**src/rtl/assert_macros.svh**
```systemverilog
// assertion macros used by the converter controller i2a_ctrl
// clocked properties with active-low reset as the disable condition
`ifndef ASSERT_MACROS_SVH
`define ASSERT_MACROS_SVH

// clocked property, generic failure message
`define ASSERT_CLK(lbl, clk, rst_n, prop) \
    lbl: assert property (@(posedge clk) disable iff (!rst_n) prop) \
        else $error("assertion failed");

// clocked property with a caller-supplied message string
`define ASSERT_CLK_MSG(lbl, clk, rst_n, prop, msg) \
    lbl: assert property (@(posedge clk) disable iff (!rst_n) prop) \
        else $error(msg);

`endif

```
**src/rtl/i2a_pkg.sv**
```systemverilog
// constants, command/status types and character helpers for the integer to ascii converter
// used by i2a_ctrl, i2a_dp and int_to_ascii_padded_core
`timescale 1ns / 1ps

package i2a_pkg;

    localparam int VALUE_BITS = 32;
    localparam int WIDTH_MAX  = 32;
    localparam int MAX_OUT    = 32;

    // decimal digits needed: ceil(bits * log10(2))
    localparam int DEC_DIGITS = (VALUE_BITS * 30103) / 100000 + 1;
    localparam int HEX_DIGITS = (VALUE_BITS + 3) / 4;
    localparam int NDIG       = (DEC_DIGITS > HEX_DIGITS) ? DEC_DIGITS : HEX_DIGITS;
    localparam int DIG_BITS   = NDIG * 4;

    localparam int W_BITS   = $clog2(WIDTH_MAX + 1);
    localparam int ND_BITS  = $clog2(NDIG + 1);
    localparam int IDX_BITS = $clog2(NDIG);
    localparam int REM_BITS = $clog2(MAX_OUT + 1);
    localparam int CNT_BITS = $clog2(VALUE_BITS);
    localparam int SUM_BITS = $clog2(WIDTH_MAX + NDIG + 2);
    localparam int TOT_BITS = (SUM_BITS > REM_BITS) ? SUM_BITS : REM_BITS;

    localparam logic [1:0] FUNC_UDEC = 2'd0;
    localparam logic [1:0] FUNC_SDEC = 2'd1;
    localparam logic [1:0] FUNC_HEX  = 2'd2;

    localparam logic [6:0] CH_ZERO  = 7'h30;
    localparam logic [6:0] CH_LOW_A = 7'h61;
    localparam logic [6:0] CH_MINUS = 7'h2d;
    localparam logic [6:0] CH_SPACE = 7'h20;

    typedef struct packed {
        logic load;
        logic step;
        logic prep;
        logic emit;
    } t_dp_cmd;

    typedef struct packed {
        logic in_hex;
        logic last_char;
    } t_dp_sts;

    function automatic logic [6:0] digit_char(input logic [3:0] d);
        logic [6:0] c;
        if (d < 4'd10) begin
            c = CH_ZERO + {3'b000, d};
        end else begin
            c = CH_LOW_A + {3'b000, d} - 7'd10;
        end
        return c;
    endfunction

endpackage

```
**src/rtl/int_to_ascii_padded_core.sv**
```systemverilog
// decimal items go through conversion, layout and emission; hex skips conversion
// an item yields 1..32 characters; the next is taken after its last character
// the decimal conversion is a double-dabble loop, one operand bit per cycle
// characters then leave one per cycle through the output register unless stalled
// reset: synchronous active low, returns to idle with no character pending
`timescale 1ns / 1ps

module int_to_ascii_padded_core (
    input  logic                           i_clk,
    input  logic                           i_rst_n,
    input  logic                           i_in_valid,
    output logic                           o_in_ready,
    input  logic [i2a_pkg::VALUE_BITS-1:0] i_value,
    input  logic [1:0]                     i_func,
    input  logic [5:0]                     i_width,
    input  logic                           i_pad_zero,
    output logic                           o_out_valid,
    input  logic                           i_out_ready,
    output logic [6:0]                     o_ascii_char,
    output logic                           o_last
);
    import i2a_pkg::*;

    t_dp_cmd cmd;
    t_dp_sts sts;

    i2a_ctrl u_ctrl (
        .i_clk       (i_clk),
        .i_rst_n     (i_rst_n),
        .i_in_valid  (i_in_valid),
        .o_in_ready  (o_in_ready),
        .o_out_valid (o_out_valid),
        .i_out_ready (i_out_ready),
        .i_sts       (sts),
        .o_cmd       (cmd)
    );

    i2a_dp u_dp (
        .i_clk        (i_clk),
        .i_rst_n      (i_rst_n),
        .i_cmd        (cmd),
        .i_value      (i_value),
        .i_func       (i_func),
        .i_width      (i_width),
        .i_pad_zero   (i_pad_zero),
        .o_sts        (sts),
        .o_ascii_char (o_ascii_char),
        .o_last       (o_last)
    );

endmodule

```
**src/rtl/i2a_dp.sv**
```systemverilog
// datapath: operand capture, double-dabble bcd conversion, field layout and character output
// depends on i2a_pkg; driven by command signals from i2a_ctrl
`timescale 1ns / 1ps

module i2a_dp (
    input  logic                             i_clk,
    input  logic                             i_rst_n,
    input  i2a_pkg::t_dp_cmd                 i_cmd,
    input  logic [i2a_pkg::VALUE_BITS-1:0]   i_value,
    input  logic [1:0]                       i_func,
    input  logic [5:0]                       i_width,
    input  logic                             i_pad_zero,
    output i2a_pkg::t_dp_sts                 o_sts,
    output logic [6:0]                       o_ascii_char,
    output logic                             o_last
);
    import i2a_pkg::*;

    logic [VALUE_BITS-1:0] r_bin,     n_bin;
    logic [DIG_BITS-1:0]   r_digits,  n_digits;
    logic                  r_neg,     n_neg;
    logic [W_BITS-1:0]     r_w,       n_w;
    logic [6:0]            r_padc,    n_padc;
    logic [W_BITS-1:0]     r_pad_cnt, n_pad_cnt;
    logic [ND_BITS-1:0]    r_dig_rem, n_dig_rem;
    logic                  r_neg_pend, n_neg_pend;
    logic [REM_BITS-1:0]   r_rem,     n_rem;
    logic [6:0]            r_char,    n_char;
    logic                  r_last,    n_last;

    logic                  is_neg;
    logic [VALUE_BITS-1:0] mag;
    logic [W_BITS-1:0]     w_sat;
    logic [W_BITS-1:0]     w_eff;
    logic [DIG_BITS-1:0]   dig_adj;
    logic [ND_BITS-1:0]    nd;
    logic [TOT_BITS-1:0]   pad_t;
    logic [TOT_BITS-1:0]   total;
    logic [REM_BITS-1:0]   total_cap;
    logic [NDIG-1:0][3:0]  dig_arr;
    logic [IDX_BITS-1:0]   dig_idx;

    // operand capture
    always_comb begin
        is_neg = (i_func == FUNC_SDEC) && i_value[VALUE_BITS-1];
        mag    = is_neg ? (~i_value + 1'b1) : i_value;
        if (32'(i_width) > 32'(WIDTH_MAX)) begin
            w_sat = W_BITS'(WIDTH_MAX);
        end else begin
            w_sat = W_BITS'(i_width);
        end
        // the sign takes one place of the field
        w_eff = (is_neg && (w_sat != '0)) ? (w_sat - 1'b1) : w_sat;
    end

    // add-3 correction of every bcd digit before the shift
    always_comb begin
        for (int i = 0; i < NDIG; i++) begin
            if (r_digits[4*i +: 4] >= 4'd5) begin
                dig_adj[4*i +: 4] = r_digits[4*i +: 4] + 4'd3;
            end else begin
                dig_adj[4*i +: 4] = r_digits[4*i +: 4];
            end
        end
    end

    // significant digit count, at least one so zero prints '0'
    always_comb begin
        nd = ND_BITS'(1);
        for (int i = 0; i < NDIG; i++) begin
            if (r_digits[4*i +: 4] != 4'd0) begin
                nd = ND_BITS'(i + 1);
            end
        end
        pad_t = (TOT_BITS'(r_w) > TOT_BITS'(nd)) ? (TOT_BITS'(r_w) - TOT_BITS'(nd)) : '0;
        total = TOT_BITS'(r_neg) + pad_t + TOT_BITS'(nd);
        total_cap = (total > TOT_BITS'(MAX_OUT)) ? REM_BITS'(MAX_OUT) : REM_BITS'(total);
    end

    assign dig_arr = r_digits;
    assign dig_idx = IDX_BITS'(r_dig_rem - 1'b1);

    always_comb begin
        n_bin      = r_bin;
        n_digits   = r_digits;
        n_neg      = r_neg;
        n_w        = r_w;
        n_padc     = r_padc;
        n_pad_cnt  = r_pad_cnt;
        n_dig_rem  = r_dig_rem;
        n_neg_pend = r_neg_pend;
        n_rem      = r_rem;
        n_char     = r_char;
        n_last     = r_last;

        if (i_cmd.load) begin
            n_bin    = mag;
            n_digits = i_func[1] ? DIG_BITS'(mag) : '0;
            n_neg    = is_neg;
            n_w      = w_eff;
            n_padc   = i_pad_zero ? CH_ZERO : CH_SPACE;
        end

        if (i_cmd.step) begin
            n_bin    = {r_bin[VALUE_BITS-2:0], 1'b0};
            n_digits = {dig_adj[DIG_BITS-2:0], r_bin[VALUE_BITS-1]};
        end

        if (i_cmd.prep) begin
            n_pad_cnt  = W_BITS'(pad_t);
            n_dig_rem  = nd;
            n_neg_pend = r_neg;
            n_rem      = total_cap;
        end

        if (i_cmd.emit) begin
            priority if (r_neg_pend) begin
                n_char     = CH_MINUS;
                n_neg_pend = 1'b0;
            end else if (r_pad_cnt != '0) begin
                n_char    = r_padc;
                n_pad_cnt = r_pad_cnt - 1'b1;
            end else begin
                n_char    = digit_char(dig_arr[dig_idx]);
                n_dig_rem = r_dig_rem - 1'b1;
            end
            n_rem  = r_rem - 1'b1;
            n_last = (r_rem == REM_BITS'(1));
        end
    end

    always_ff @(posedge i_clk) begin
        if (!i_rst_n) begin
            r_neg_pend <= 1'b0;
            r_pad_cnt  <= '0;
            r_dig_rem  <= '0;
            r_rem      <= '0;
        end else begin
            r_neg_pend <= n_neg_pend;
            r_pad_cnt  <= n_pad_cnt;
            r_dig_rem  <= n_dig_rem;
            r_rem      <= n_rem;
        end
    end

    always_ff @(posedge i_clk) begin
        r_bin    <= n_bin;
        r_digits <= n_digits;
        r_neg    <= n_neg;
        r_w      <= n_w;
        r_padc   <= n_padc;
        r_char   <= n_char;
        r_last   <= n_last;
    end

    assign o_sts.in_hex    = i_func[1];
    assign o_sts.last_char = (r_rem == REM_BITS'(1));
    assign o_ascii_char    = r_char;
    assign o_last          = r_last;

endmodule

```
**src/rtl/i2a_ctrl.sv**
```systemverilog
// controller: sequences load, bcd conversion, layout and emission; owns both handshakes
// depends on i2a_pkg and assert_macros.svh
`timescale 1ns / 1ps
`include "assert_macros.svh"

module i2a_ctrl (
    input  logic             i_clk,
    input  logic             i_rst_n,
    input  logic             i_in_valid,
    output logic             o_in_ready,
    output logic             o_out_valid,
    input  logic             i_out_ready,
    input  i2a_pkg::t_dp_sts i_sts,
    output i2a_pkg::t_dp_cmd o_cmd
);
    import i2a_pkg::*;

    localparam logic [1:0] ST_IDLE = 2'd0;
    localparam logic [1:0] ST_CONV = 2'd1;
    localparam logic [1:0] ST_PREP = 2'd2;
    localparam logic [1:0] ST_EMIT = 2'd3;

    localparam logic [CNT_BITS-1:0] CNT_LAST = CNT_BITS'(VALUE_BITS - 1);

    logic [1:0]          r_state,     n_state;
    logic [CNT_BITS-1:0] r_cnt,       n_cnt;
    logic                r_out_valid, n_out_valid;

    logic accept;
    logic slot_free;

    assign o_in_ready = (r_state == ST_IDLE);
    assign accept     = i_in_valid && o_in_ready;
    // output register can take a new character
    assign slot_free  = !r_out_valid || i_out_ready;

    assign o_cmd.load = accept;
    assign o_cmd.step = (r_state == ST_CONV);
    assign o_cmd.prep = (r_state == ST_PREP);
    assign o_cmd.emit = (r_state == ST_EMIT) && slot_free;

    always_comb begin
        n_state = r_state;
        n_cnt   = r_cnt;
        unique case (r_state)
            ST_IDLE: begin
                n_cnt = '0;
                if (accept) begin
                    // hex digits are the operand nibbles, no conversion pass
                    n_state = i_sts.in_hex ? ST_PREP : ST_CONV;
                end
            end
            ST_CONV: begin
                n_cnt = r_cnt + 1'b1;
                if (r_cnt == CNT_LAST) begin
                    n_cnt   = '0;
                    n_state = ST_PREP;
                end
            end
            ST_PREP: begin
                n_state = ST_EMIT;
            end
            ST_EMIT: begin
                if (o_cmd.emit && i_sts.last_char) begin
                    n_state = ST_IDLE;
                end
            end
        endcase
    end

    always_comb begin
        if (o_cmd.emit) begin
            n_out_valid = 1'b1;
        end else if (i_out_ready) begin
            n_out_valid = 1'b0;
        end else begin
            n_out_valid = r_out_valid;
        end
    end

    always_ff @(posedge i_clk) begin
        if (!i_rst_n) begin
            r_state     <= ST_IDLE;
            r_cnt       <= '0;
            r_out_valid <= 1'b0;
        end else begin
            r_state     <= n_state;
            r_cnt       <= n_cnt;
            r_out_valid <= n_out_valid;
        end
    end

    assign o_out_valid = r_out_valid;

    `ASSERT_CLK(a_conv_done, i_clk, i_rst_n, (r_state == ST_CONV && r_cnt == CNT_LAST) |=> (r_state == ST_PREP))
    `ASSERT_CLK(a_hex_skip, i_clk, i_rst_n, (accept && i_sts.in_hex) |=> (r_state == ST_PREP))
    `ASSERT_CLK_MSG(a_last_idle, i_clk, i_rst_n, (o_cmd.emit && i_sts.last_char) |=> (r_state == ST_IDLE && r_out_valid), "final character did not end the run")
    `ASSERT_CLK_MSG(a_no_overwrite, i_clk, i_rst_n, (r_out_valid && !i_out_ready) |-> !o_cmd.emit, "pending character overwritten")

endmodule

```
**config.mk**
```make
export PLATFORM = sky130hd
export DESIGN_NAME = int_to_ascii_padded_core
export DESIGN_NICKNAME = d
export VERILOG_FILES = /design/src/rtl/i2a_pkg.sv /design/src/rtl/int_to_ascii_padded_core.sv /design/src/rtl/i2a_dp.sv /design/src/rtl/i2a_ctrl.sv
export VERILOG_INCLUDE_DIRS = /design/src /design/src/rtl
export SDC_FILE = /design/constraint.sdc
export NUM_CORES = 1
export LEC_CHECK = 0
export BUFFER_PORTS_ARGS = -buffer_cell sky130_fd_sc_hd__buf_2
export CAP_MARGIN = 5
export CORE_ASPECT_RATIO = 0.5
export CORE_MARGIN = 2
export CORE_UTILIZATION = 58
export CTS_BUF_LIST = sky130_fd_sc_hd__clkbuf_4 sky130_fd_sc_hd__clkbuf_8
export DETAILED_ROUTE_END_ITERATION = 8
export PLACE_DENSITY = 0.77
export SYNTH_ARGS = -nofsm -noshare
export SYNTH_HDL_FRONTEND = slang
export SYNTH_HIERARCHICAL = 1
export SYNTH_SLANG_ARGS = --single-unit
```
**constraint.sdc**
```tcl
create_clock -name i_clk -period 11.3 [get_ports i_clk]
set_clock_uncertainty 0.15 [all_clocks]
set_input_delay 2.26 -clock i_clk [delete_from_list [all_inputs] [get_ports i_clk]]
set_output_delay 2.26 -clock i_clk [all_outputs]
set_load 0.01 [all_outputs]
```
==> metrics, run 1 <==
minimum clock period=5330 ps; top cells by area, synth=edfxtp_1, ha_1, nand2_1, dfxtp_1, o21ai_0; fill cell count=1101; Req. time, crit path=11440 ps; initial DRC count=622; Cell Rows=30; clk sinks=113; Worst Path Max Fanout=6; final hold vios=0; Power Dens Cells=281 nW/µm²; area of the core=13500 µm²; multiplexer share of the synthesized area=5.15%; GRT Overall Usage=25.5%; share of cells above drive strength 1=13.5%; main combinational cell family by area after synthesis=simple AND/OR/NAND/NOR gates; antenna violations before repair=0; pin count of the biggest net entering global routing=64; Final WS setup=5970 ps; Compound-Gate Fraction of Synth Area=17.8%; CTS resizes=0; first-pass GRT wire length=29.7 mm; number of H-tree levels=4; cell mode on critical path=ha_1; root buf cell=clkbuf_8; cells after synthesis=883; I/O pin count=55; number of global-route vias before repair=6097; Setup Fix Bufs, Post-CTS=0; # Max-Cap Violations=0; Placer Congestion=0.939; Initial Util=59.1%; Area Overhead vs Synth=10.2%; number of synthesized register bits=113; hpwl dp=12.8 mm; CTS Hold Bufs=0; chip width=170 µm; Post-Syn Area=7960 µm²; yosys warns=6; fin area=8770 µm²; maximum clock path buffer count=2; dominant cell type by area after synthesis=edfxtp_1; RSZ-0062 raised after global routing=no; post-synthesis sequential area ratio=39.3%; CTS tree=built; slowest cell on the critical path=nor3b_1; wire per inst=16.4 µm; CP startpoint kind=flip-flop; Max Fclk=0.188 GHz; number of synthesized flops with an enable pin=87; total congestion overflow=0; Post-DRT Antenna Nets=0; Routed WL=18.3 mm; Post-Synth Simple-Gate Area=19.7%; Crit Path Class=flip-flop to flip-flop; DRC Markers=0; status=completed; Final nets=1013; total power=2.47 mW; worst path cell trace=inv_1 > ha_1 > nor3b_1 > nand3_1 > a31oi_1 > inv_1 > ha_1 > a21o_1 > or3_1 > a21oi_1 > mux2_2 > ha_1 > a21oi_1 > inv_1 > ha_1 > o211ai_1 > o311ai_0 > o211ai_1 > a2bb2oi_1 > o22ai_1; delay-heaviest family, CP=compound AO/OA/AOI/OAI gates; setup TNS=0 ps; R2R setup slack=5970 ps; ANT cells=0; final setup vio count=0; Max transition margin=33.4%; fraction of registers with async set/reset=0%; leakage=3.27 nW; Avg Cell Area, Syn=9.02 µm²; worst skew pair latency=430 ps; Num CTS Buffers=17; syn_nets=971; library cells used by synthesis=74; Initial DRT Pass Iterations=6; CP max stage delay=490 ps; post-synthesis xor/xnor area fraction=7.12%; Fin Hold WS=361 ps; WP buf/inv=3; crit end category=flip-flop; prevailing post-synth register cell=edfxtp_1; Non-Filler Instances=1114; Vias/cell=5.96; Die ar.=14700 µm²; fraction of the mapped netlist area in adder cells=6.76%; Chip Height=86.9 µm; dpl cells=1082; crit share post-route=47.1%; clock-pin slew on the worst setup and hold paths=80 ps; worst hold path class=flip-flop to flip-flop; total vias in the final route=6643; Core Util, Final=65.1%; Synth top area share=32.8%; Post-Place Cell Area=8350 µm²; Least-Margin Pin Slew=999 ps; worst path arrival time=5470 ps; VDD IR max=0.110 mV; Slew Limit Fails=0; # port buffers=54; pre-CTS setup slack=6100 ps
state kept, by name (all words and copies together) (netlist names):
| register | flops |
|---|---|
| u_dp/dig_arr | 40 |
| u_dp/r_bin | 32 |
| u_dp/o_ascii_char | 7 |
| u_dp/r_pad_cnt | 6 |
| u_dp/r_rem | 6 |
| u_dp/r_w | 6 |
| u_ctrl/r_cnt | 5 |
| u_dp/r_dig_rem | 4 |
| u_ctrl/r_state | 2 |
| u_ctrl/o_out_valid | 1 |
| u_dp/o_last | 1 |
| u_dp/r_neg | 1 |
| u_dp/r_neg_pend | 1 |
| u_dp/r_padc | 1 |
cells in the final DEF (no fill, tap or decap), drive strengths merged, types with 18 or more instances in the layout:
cell and instances:
a21oi 57, buf 58, clkbuf 18, dfxtp 26
edfxtp 87, ha 43, inv 53, nand2 139
nor2 61, nor3b 23, o21ai 90, xnor2 37
xor2 26
report_power, final:
part | leakage (nW) | switching (mW) | internal [mW] | total [mW]
clock network | 0.208 | 0.185 | 0.224 | 0.409
logic | 1.99 | 0.731 | 0.482 | 1.21
registers | 1.07 | 0.153 | 0.694 | 0.847
final timing paths:
path         cells after the start         endpoint             start
max reg2reg                     20    u_dp/r_rem[1]  u_dp/dig_arr[32]
min                              2  u_ctrl/r_cnt[3]   u_ctrl/r_cnt[3]
min reg2reg                      2  u_ctrl/r_cnt[3]   u_ctrl/r_cnt[3]
max                             20    u_dp/r_rem[1]  u_dp/dig_arr[32]
area by class of cell:
type | count | area, µm² | share of cell area (%)
multi-input combinational | 686 | 4510 | 51.5
sequential | 113 | 3130 | 35.7
timing repair buffer | 58 | 300 | 3.42
clock buffer | 18 | 241 | 2.75
tap | 176 | 220 | 2.51
inverter | 49 | 184 | 2.10
clock inverter | 14 | 180 | 2.05
metal layers:
metal	GRT usage [%]	part of all wire (%)	vias up
met1	35.6	47	3155
met2	41.3	45	219
li1	-	-	3246
met3	4.36	6.2	23
met5	0	0	-
met4	7.61	1.4	0
cells in the mapped netlist (4+ instances only):
cell        n
a21oi_1    56
ha_1       43
inv_1      49
nand2_1   139
or3b_2      4
edfxtp_1   87
nor2b_1     9
o21bai_1    7
or3_1       6
o311ai_0    4
mux2_2      5
nor2_1     61
a31oi_1    12
a21o_1      4
and2_1     11
clkbuf_1   28
nor3_1     16
nand2b_1   15
a211oi_1    6
mux4_2      8
o21ai_0    89
o31ai_1     5
mux2i_1    16
dfxtp_1    26
xor2_1     26
nor3b_1    21
nand3_1    15
o211ai_1    6
xnor2_1    35
nor4_1      8
kinds of logic after synthesis:
| logic type | count (synthesis) |
|---|---|
| AOI/OAI and AO/OA | 225 |
| xor gates and xnor gates | 63 |
| adders and majority gates | 43 |
| buffers and inverters | 84 |
| DFF | 113 |
| muxes | 30 |
| other | 1 |
| and+or+nand+nor | 324 |
worst min-delay path: stages, from the launching register on:
cell	delay, ps
dfxtp_1	320
o21ai_1	80
a21boi_1	60
(Power assumes the default switching activity.)
==> inputs of run 2 (changes only) <==
Settings changed: CORE_UTILIZATION 58 to 57, PLACE_DENSITY 0.77 to 0.79.
Clock period 11.3 ns to 4.4 ns, I/O delays scaled along.
==> run 2 against run 1 <==
  * Register-to-register slack got worse by 5900 ps
  * Clock power is 130% higher
  * Sequential cell count stayed put
  * Combinational power rose to 3.0 times the previous value
  * Core utilization grew 3.6 points
  * Die area up 1.7%
==> metrics, run 2 (same netlist as run 1, synthesis figures left out) <==
Clk pwr share=13.9% (-2.7 points); worst path cell trace=inv_1 > ha_2 > nor3b_1 > nand3_1 > a2bb2oi_4 > xnor2_2 > ha_1 > inv_2 > o311ai_4 > a21oi_4 > mux2_4 > ha_1 > a21oi_2 > inv_1 > ha_2 > o211ai_1 > o311ai_2 > o211ai_1 > a2bb2oi_2 > o22ai_1; antenna violations before repair=0 (unchanged); Chip Height=87.6 µm (+0.83%); Vias/cell=5.95 (-0.18%); Comb power frac=54.7% (+5.6 points); Cell Rows=30 (unchanged); total power=6.73 mW (+170%); crit end category=flip-flop; root buf cell=clkbuf_8; clock-pin slew on the worst setup and hold paths=70 ps (about the same); ANT cells=0 (unchanged); Least-Margin Pin Slew=958 ps (-41.2 ps); fill cell count=1054 (-4.3%); max reg flops=40 (unchanged); r2r endpoint=u_dp/r_rem[1]; maximum clock path buffer count=2 (unchanged); share of cells above drive strength 1=20.9% (+7.3 points); wire per inst=17.0 µm (+3.8%); Non-Filler Instances=1175 (+5.5%); crit path from=u_dp/dig_arr[25]; worst skew pair latency=460 ps (+30 ps); FF/Latch Area=3130 µm² (unchanged); pre-CTS setup slack=-190 ps (-6290 ps); Crit Path Class=flip-flop to flip-flop; part of the power in registers=31.4% (-2.9 points); chip width=171 µm (+0.85%); Max transition margin=36.2% (+2.7 points); Slew Limit Fails=0 (unchanged); Final nets=1058 (+4.4%); R2R setup slack=120 ps (-5860 ps); Sw Share=43.8% (+0.50 points); Initial Util=58.6% (-0.49 points); Critical R2R Launch=u_dp/dig_arr[25]; VDD IR max=0.284 mV (+160%); Area Overhead vs Synth=17.3%; CP max stage delay=440 ps (-50 ps); minimum clock period=4280 ps (-1040 ps); worst hold path depth=2 (unchanged); status=completed; DRC Markers=0 (unchanged); worst path arrival time=4450 ps (-1020 ps); first-pass GRT wire length=31.5 mm (+5.8%); Power Dens Cells=721 nW/µm² (+160%); dpl cells=1130 (+4.4%); Internal=3.78 mW (+170%); CP startpoint kind=flip-flop; number of global-route vias before repair=6497 (+6.6%); pin count of the biggest net entering global routing=73 (+14%); Req. time, crit path=4570 ps (-6870 ps); # Max-Cap Violations=0 (unchanged); switching power=2.95 mW (+180%); most frequent cells in the layout=nand2_1, o21ai_0, edfxtp_1; final setup vio count=0 (unchanged); I/O pin count=55 (unchanged); Worst Path Max Fanout=5 (-1); clk sinks=113 (unchanged); hpwl dp=13.4 mm (+4.5%); GRT Overall Usage=26.8% (+1.3 points); initial DRC count=718 (+15%); # port buffers=54 (unchanged); Routed WL=20.0 mm (+9.5%); Placer Congestion=0.919 (-2.2%); leading cell type in the layout, fill and taps excluded=nand2_1; Post-DRT Antenna Nets=0 (unchanged); Final WS setup=119 ps (-5860 ps); Endpoint, Worst Hold=u_dp/r_pad_cnt[4]; slowest cell on the critical path=edfxtp_1; worst hold path class=flip-flop to flip-flop; final hold vios=0 (unchanged); number of H-tree levels=4 (unchanged); total congestion overflow=0 (unchanged); Hold Startpoint=u_dp/r_pad_cnt[4]; Die ar.=15000 µm² (+1.7%); Initial DRT Pass Iterations=5 (-1); CTS Hold Bufs=0 (unchanged); worst reg-to-reg path cell count=20 (unchanged); crit share post-route=97.3% (+50 points); setup TNS=0 ps (unchanged); Num CTS Buffers=17 (unchanged); area of the core=13600 µm² (+0.84%); total vias in the final route=6994 (+5.3%); CTS tree=built; multi-input logic area=4750 µm² (+5.3%); leakage=3.50 nW (+7.0%); Max Fclk=0.234 GHz (+24%)
[run 2: cell types whose count changed in the layout (fill, tap and decap cells not counted), sizes merged]
cell | before | now
buf | 58 | 103
bufinv | 3 | 1
clkbuf | 18 | 17
clkinv | 5 | 7
clkinvlp | 2 | 3
[run 2: worst max-delay path, delay by kind of cell, from the launching register on]
kind | cells | cell delay, ps
buffers and inverters | 3 | 280
AO/OA/AOI/OAI | 9 | 1460
flip-flops | 1 | 440
XOR/XNOR | 1 | 140
AND/OR/NAND/NOR | 2 | 570
multiplexers | 1 | 310
adder cells (fa/ha/maj) | 4 | 810
[run 2: area by class of cell]
class / count / area share, %
Tap cell: 192 / 2.57
Sequential cell: 113 / 33.6
Clock inverter: 15 / 1.45
Clock buffer: 17 / 2.51
Timing Repair Buffer: 103 / 7.05
Inverter: 49 / 1.97
Multi-Input combinational cell: 686 / 50.9
[run 2: worst max path at each step]
stage | depth (start not counted) | slack, ps | endpoint
finish | 20 | 120 | u_dp/r_rem[1]
global route | 20 | -60 | u_dp/r_rem[1]
CTS | 19 | 2 | u_dp/r_rem[1]
detailed placement | 20 | -190 | u_dp/r_rem[1]
global placement | 20 | -30 | u_dp/r_rem[1]
floorplan | 20 | 9 | u_dp/r_rem[1]
[run 2: what timing repair did]
item                                    CTS  global route
endpoints found under the setup margin    6             6
setup buffers                             2            11
pin swaps                                 2            11
gates resized for setup                  13            39
[run 2: through the flow]
stage	hold WS [ps]	area [µm²]	utilization, %
5_1_grt	397	9340	68.7
6_report	376	9340	68.7
3_5_place_dp	360	8640	63.6
4_1_cts	379	9080	66.8
2_1_floorplan	310	7980	-
3_3_place_gp	324	8640	63.6
[run 2: layer usage]
layer,vias to the layer above,track usage (%),part of all wire (%)
li1,3342,-,-
met1,3344,35.0,44
met2,266,44.3,46
met3,42,6.46,6.8
met4,0,10.0,2.6
met5,-,0,0
[run 2: power by group through the flow]
| stage | Sequential, mW | Clock (mW) | Combinational (mW) |
|---|---|---|---|
| 6_report | 2.12 | 0.937 | 3.68 |
| 5_1_grt | 2.16 | 1.00 | 4.05 |
| 2_1_floorplan | 2.06 | 0 | 2.43 |
| 3_3_place_gp | 2.08 | 0 | 3.22 |
| 4_1_cts | 2.09 | 0.950 | 3.41 |
| 3_5_place_dp | 2.10 | 0 | 3.32 |
==> inputs of run 3 (changes only) <==
Settings changed: CORE_UTILIZATION 57 to 56, CTS_BUF_LIST sky130_fd_sc_hd__clkbuf_4 sky130_fd_sc_hd__clkbuf_8 to sky130_fd_sc_hd__clkbuf_16, PLACE_DENSITY 0.79 to 0.78.
==> run 3 against run 2 <==
  * Via count is 1.9% lower
  * Register-to-register slack better by 40 ps
  * Wire length is 3.9% lower
  * Power is 5.3% higher
  * Largest cell class unchanged
==> metrics, run 3 (same netlist as run 1, synthesis figures left out) <==
delay-heaviest family, CP=compound AO/OA/AOI/OAI gates; status=completed; Final WS setup=159 ps (+40.5 ps); total congestion overflow=0 (unchanged); GRT Overall Usage=25.6% (-1.2 points); Post-Place Cell Area=8630 µm² (-0.17%); Power Dens Cells=748 nW/µm² (+3.8%); number of global-route vias before repair=6403 (-1.4%); leakage=3.56 nW (+1.8%); Least-Margin Pin Slew=992 ps (+34.5 ps); worst skew pair latency=420 ps (-40 ps); Cell Rows=30 (unchanged); Worst Path Max Fanout=5 (unchanged); final hold vios=0 (unchanged); Final nets=1051 (-0.66%); Slew Limit Fails=0 (unchanged); number of H-tree levels=4 (unchanged); Initial Util=58.1% (-0.48 points); worst hold path class=flip-flop to flip-flop; max reg flops=40 (unchanged); WP buf/inv=3 (unchanged); Placer Congestion=0.901 (-2.0%); CTS tree=built; Vias/cell=5.87 (-1.3%); # port buffers=54 (unchanged); area of the core=13700 µm² (+0.83%); wire per inst=16.5 µm (-3.3%); CP startpoint kind=flip-flop; crit end category=flip-flop; clock-pin slew on the worst setup and hold paths=60 ps (about the same); fin area=9480 µm² (+1.5%); first-pass GRT wire length=31.1 mm (-1.1%); Chip Height=88.3 µm (+0.85%); Post-DRT Antenna Nets=0 (unchanged); # Max-Cap Violations=0 (unchanged); initial DRC count=743 (+3.5%); maximum clock path buffer count=2 (unchanged); Req. time, crit path=4540 ps (-30 ps); I/O pin count=55 (unchanged); Num CTS Buffers=17 (unchanged); crit share post-route=96.4% (-0.92 points); Crit Path Class=flip-flop to flip-flop; clk sinks=113 (unchanged); Die ar.=15200 µm² (+1.7%); share of cells above drive strength 1=20.5% (-0.36 points); worst hold path depth=2 (unchanged); minimum clock period=4240 ps (-40.5 ps); Initial DRT Pass Iterations=8 (+3); hpwl dp=13.0 mm (-3.2%); WP depth=20 (unchanged); chip width=173 µm (+0.87%); most frequent cells in the layout=nand2_1, o21ai_0, edfxtp_1; ANT cells=0 (unchanged); pre-CTS setup slack=-113 ps (+76.6 ps); CP max stage delay=410 ps (-30 ps); Area Overhead vs Synth=19.1%; CTS Hold Bufs=0 (unchanged); worst reg-to-reg path cell count=20 (unchanged); worst path cell trace=inv_2 > ha_4 > or3b_4 > a211oi_4 > a2bb2oi_4 > xnor2_2 > ha_2 > inv_2 > o311ai_4 > a21oi_2 > mux2_4 > ha_1 > a21oi_2 > inv_1 > ha_2 > o211ai_1 > o311ai_2 > o211ai_1 > a2bb2oi_2 > o22ai_1; total power=7.09 mW (+5.3%); slowest cell on the critical path=edfxtp_1; total vias in the final route=6861 (-1.9%); worst path arrival time=4380 ps (-70 ps); leading cell type in the layout, fill and taps excluded=nand2_1; Routed WL=19.2 mm (-3.9%); pin count of the biggest net entering global routing=71 (-2.7%); VDD IR max=0.325 mV (+14%); Max Fclk=0.236 GHz (+0.95%); final setup vio count=0 (unchanged); Max transition margin=33.9% (-2.3 points); root buf cell=clkbuf_16; antenna violations before repair=0 (unchanged); DRC Markers=0 (unchanged)
## run 3: repair_timing
action | CTS | global route
endpoints found under the hold margin | 0 | 0
setup buffers | 1 | 7
gates resized for setup | 5 | 44
pin swaps | 3 | 12
endpoints found under the setup margin | 2 | 6
## run 3: path summary, 6_finish.rpt
kind	start	to	slack, ps
max	u_dp/dig_arr[13]	u_dp/r_rem[0]	160
min	u_ctrl/r_cnt[3]	u_ctrl/r_cnt[3]	360
max reg2reg	u_dp/dig_arr[13]	u_dp/r_rem[0]	160
min reg2reg	u_ctrl/r_cnt[3]	u_ctrl/r_cnt[3]	360
## run 3: area by class of cell
class / instances / area (µm²)
multi-input cells: 686 / 4740
fillers: 995 / 4220
flip-flops and latches: 113 / 3130
repair buffers: 96 / 602
clock buffers: 17 / 425
well taps: 192 / 240
inverters: 49 / 184
clock inverters: 15 / 160
## run 3: per-stage QoR
stage	TNS, ps	hold slack [ps]	utilization [%]	instances
after floorplan	0	310	-	883
after global placement	0	331	63.0	1128
after detailed placement	-208	344	63.0	1128
after CTS	0	365	67.5	1161
after global routing	-109	395	69.2	1168
final	0	365	69.2	1168
## run 3: worst reg2reg max path: stages, from the launching register on
cell	delay, ps
edfxtp_1	410
inv_2	120
ha_4	170
or3b_4	400
a211oi_4	270
a2bb2oi_4	200
xnor2_2	80
ha_2	190
inv_2	60
o311ai_4	110
a21oi_2	190
mux2_4	310
ha_1	190
a21oi_2	140
inv_1	80
ha_2	180
o211ai_1	190
o311ai_2	150
o211ai_1	230
a2bb2oi_2	180
o22ai_1	80
## run 3: per-layer routing
| layer | vias to the layer above | GRT usage (%) | share of wire [%] |
|---|---|---|---|
| met4 | 0 | 8.47 | 1.2 |
| met2 | 230 | 42.9 | 47 |
| met5 | - | 0 | 0 |
| met3 | 17 | 4.60 | 6.2 |
| li1 | 3320 | - | - |
| met1 | 3294 | 34.4 | 45 |
## run 3: power by group
group	internal, mW	switching (mW)
combinational	1.52	2.08
sequential	1.78	0.350
clock	0.836	0.520
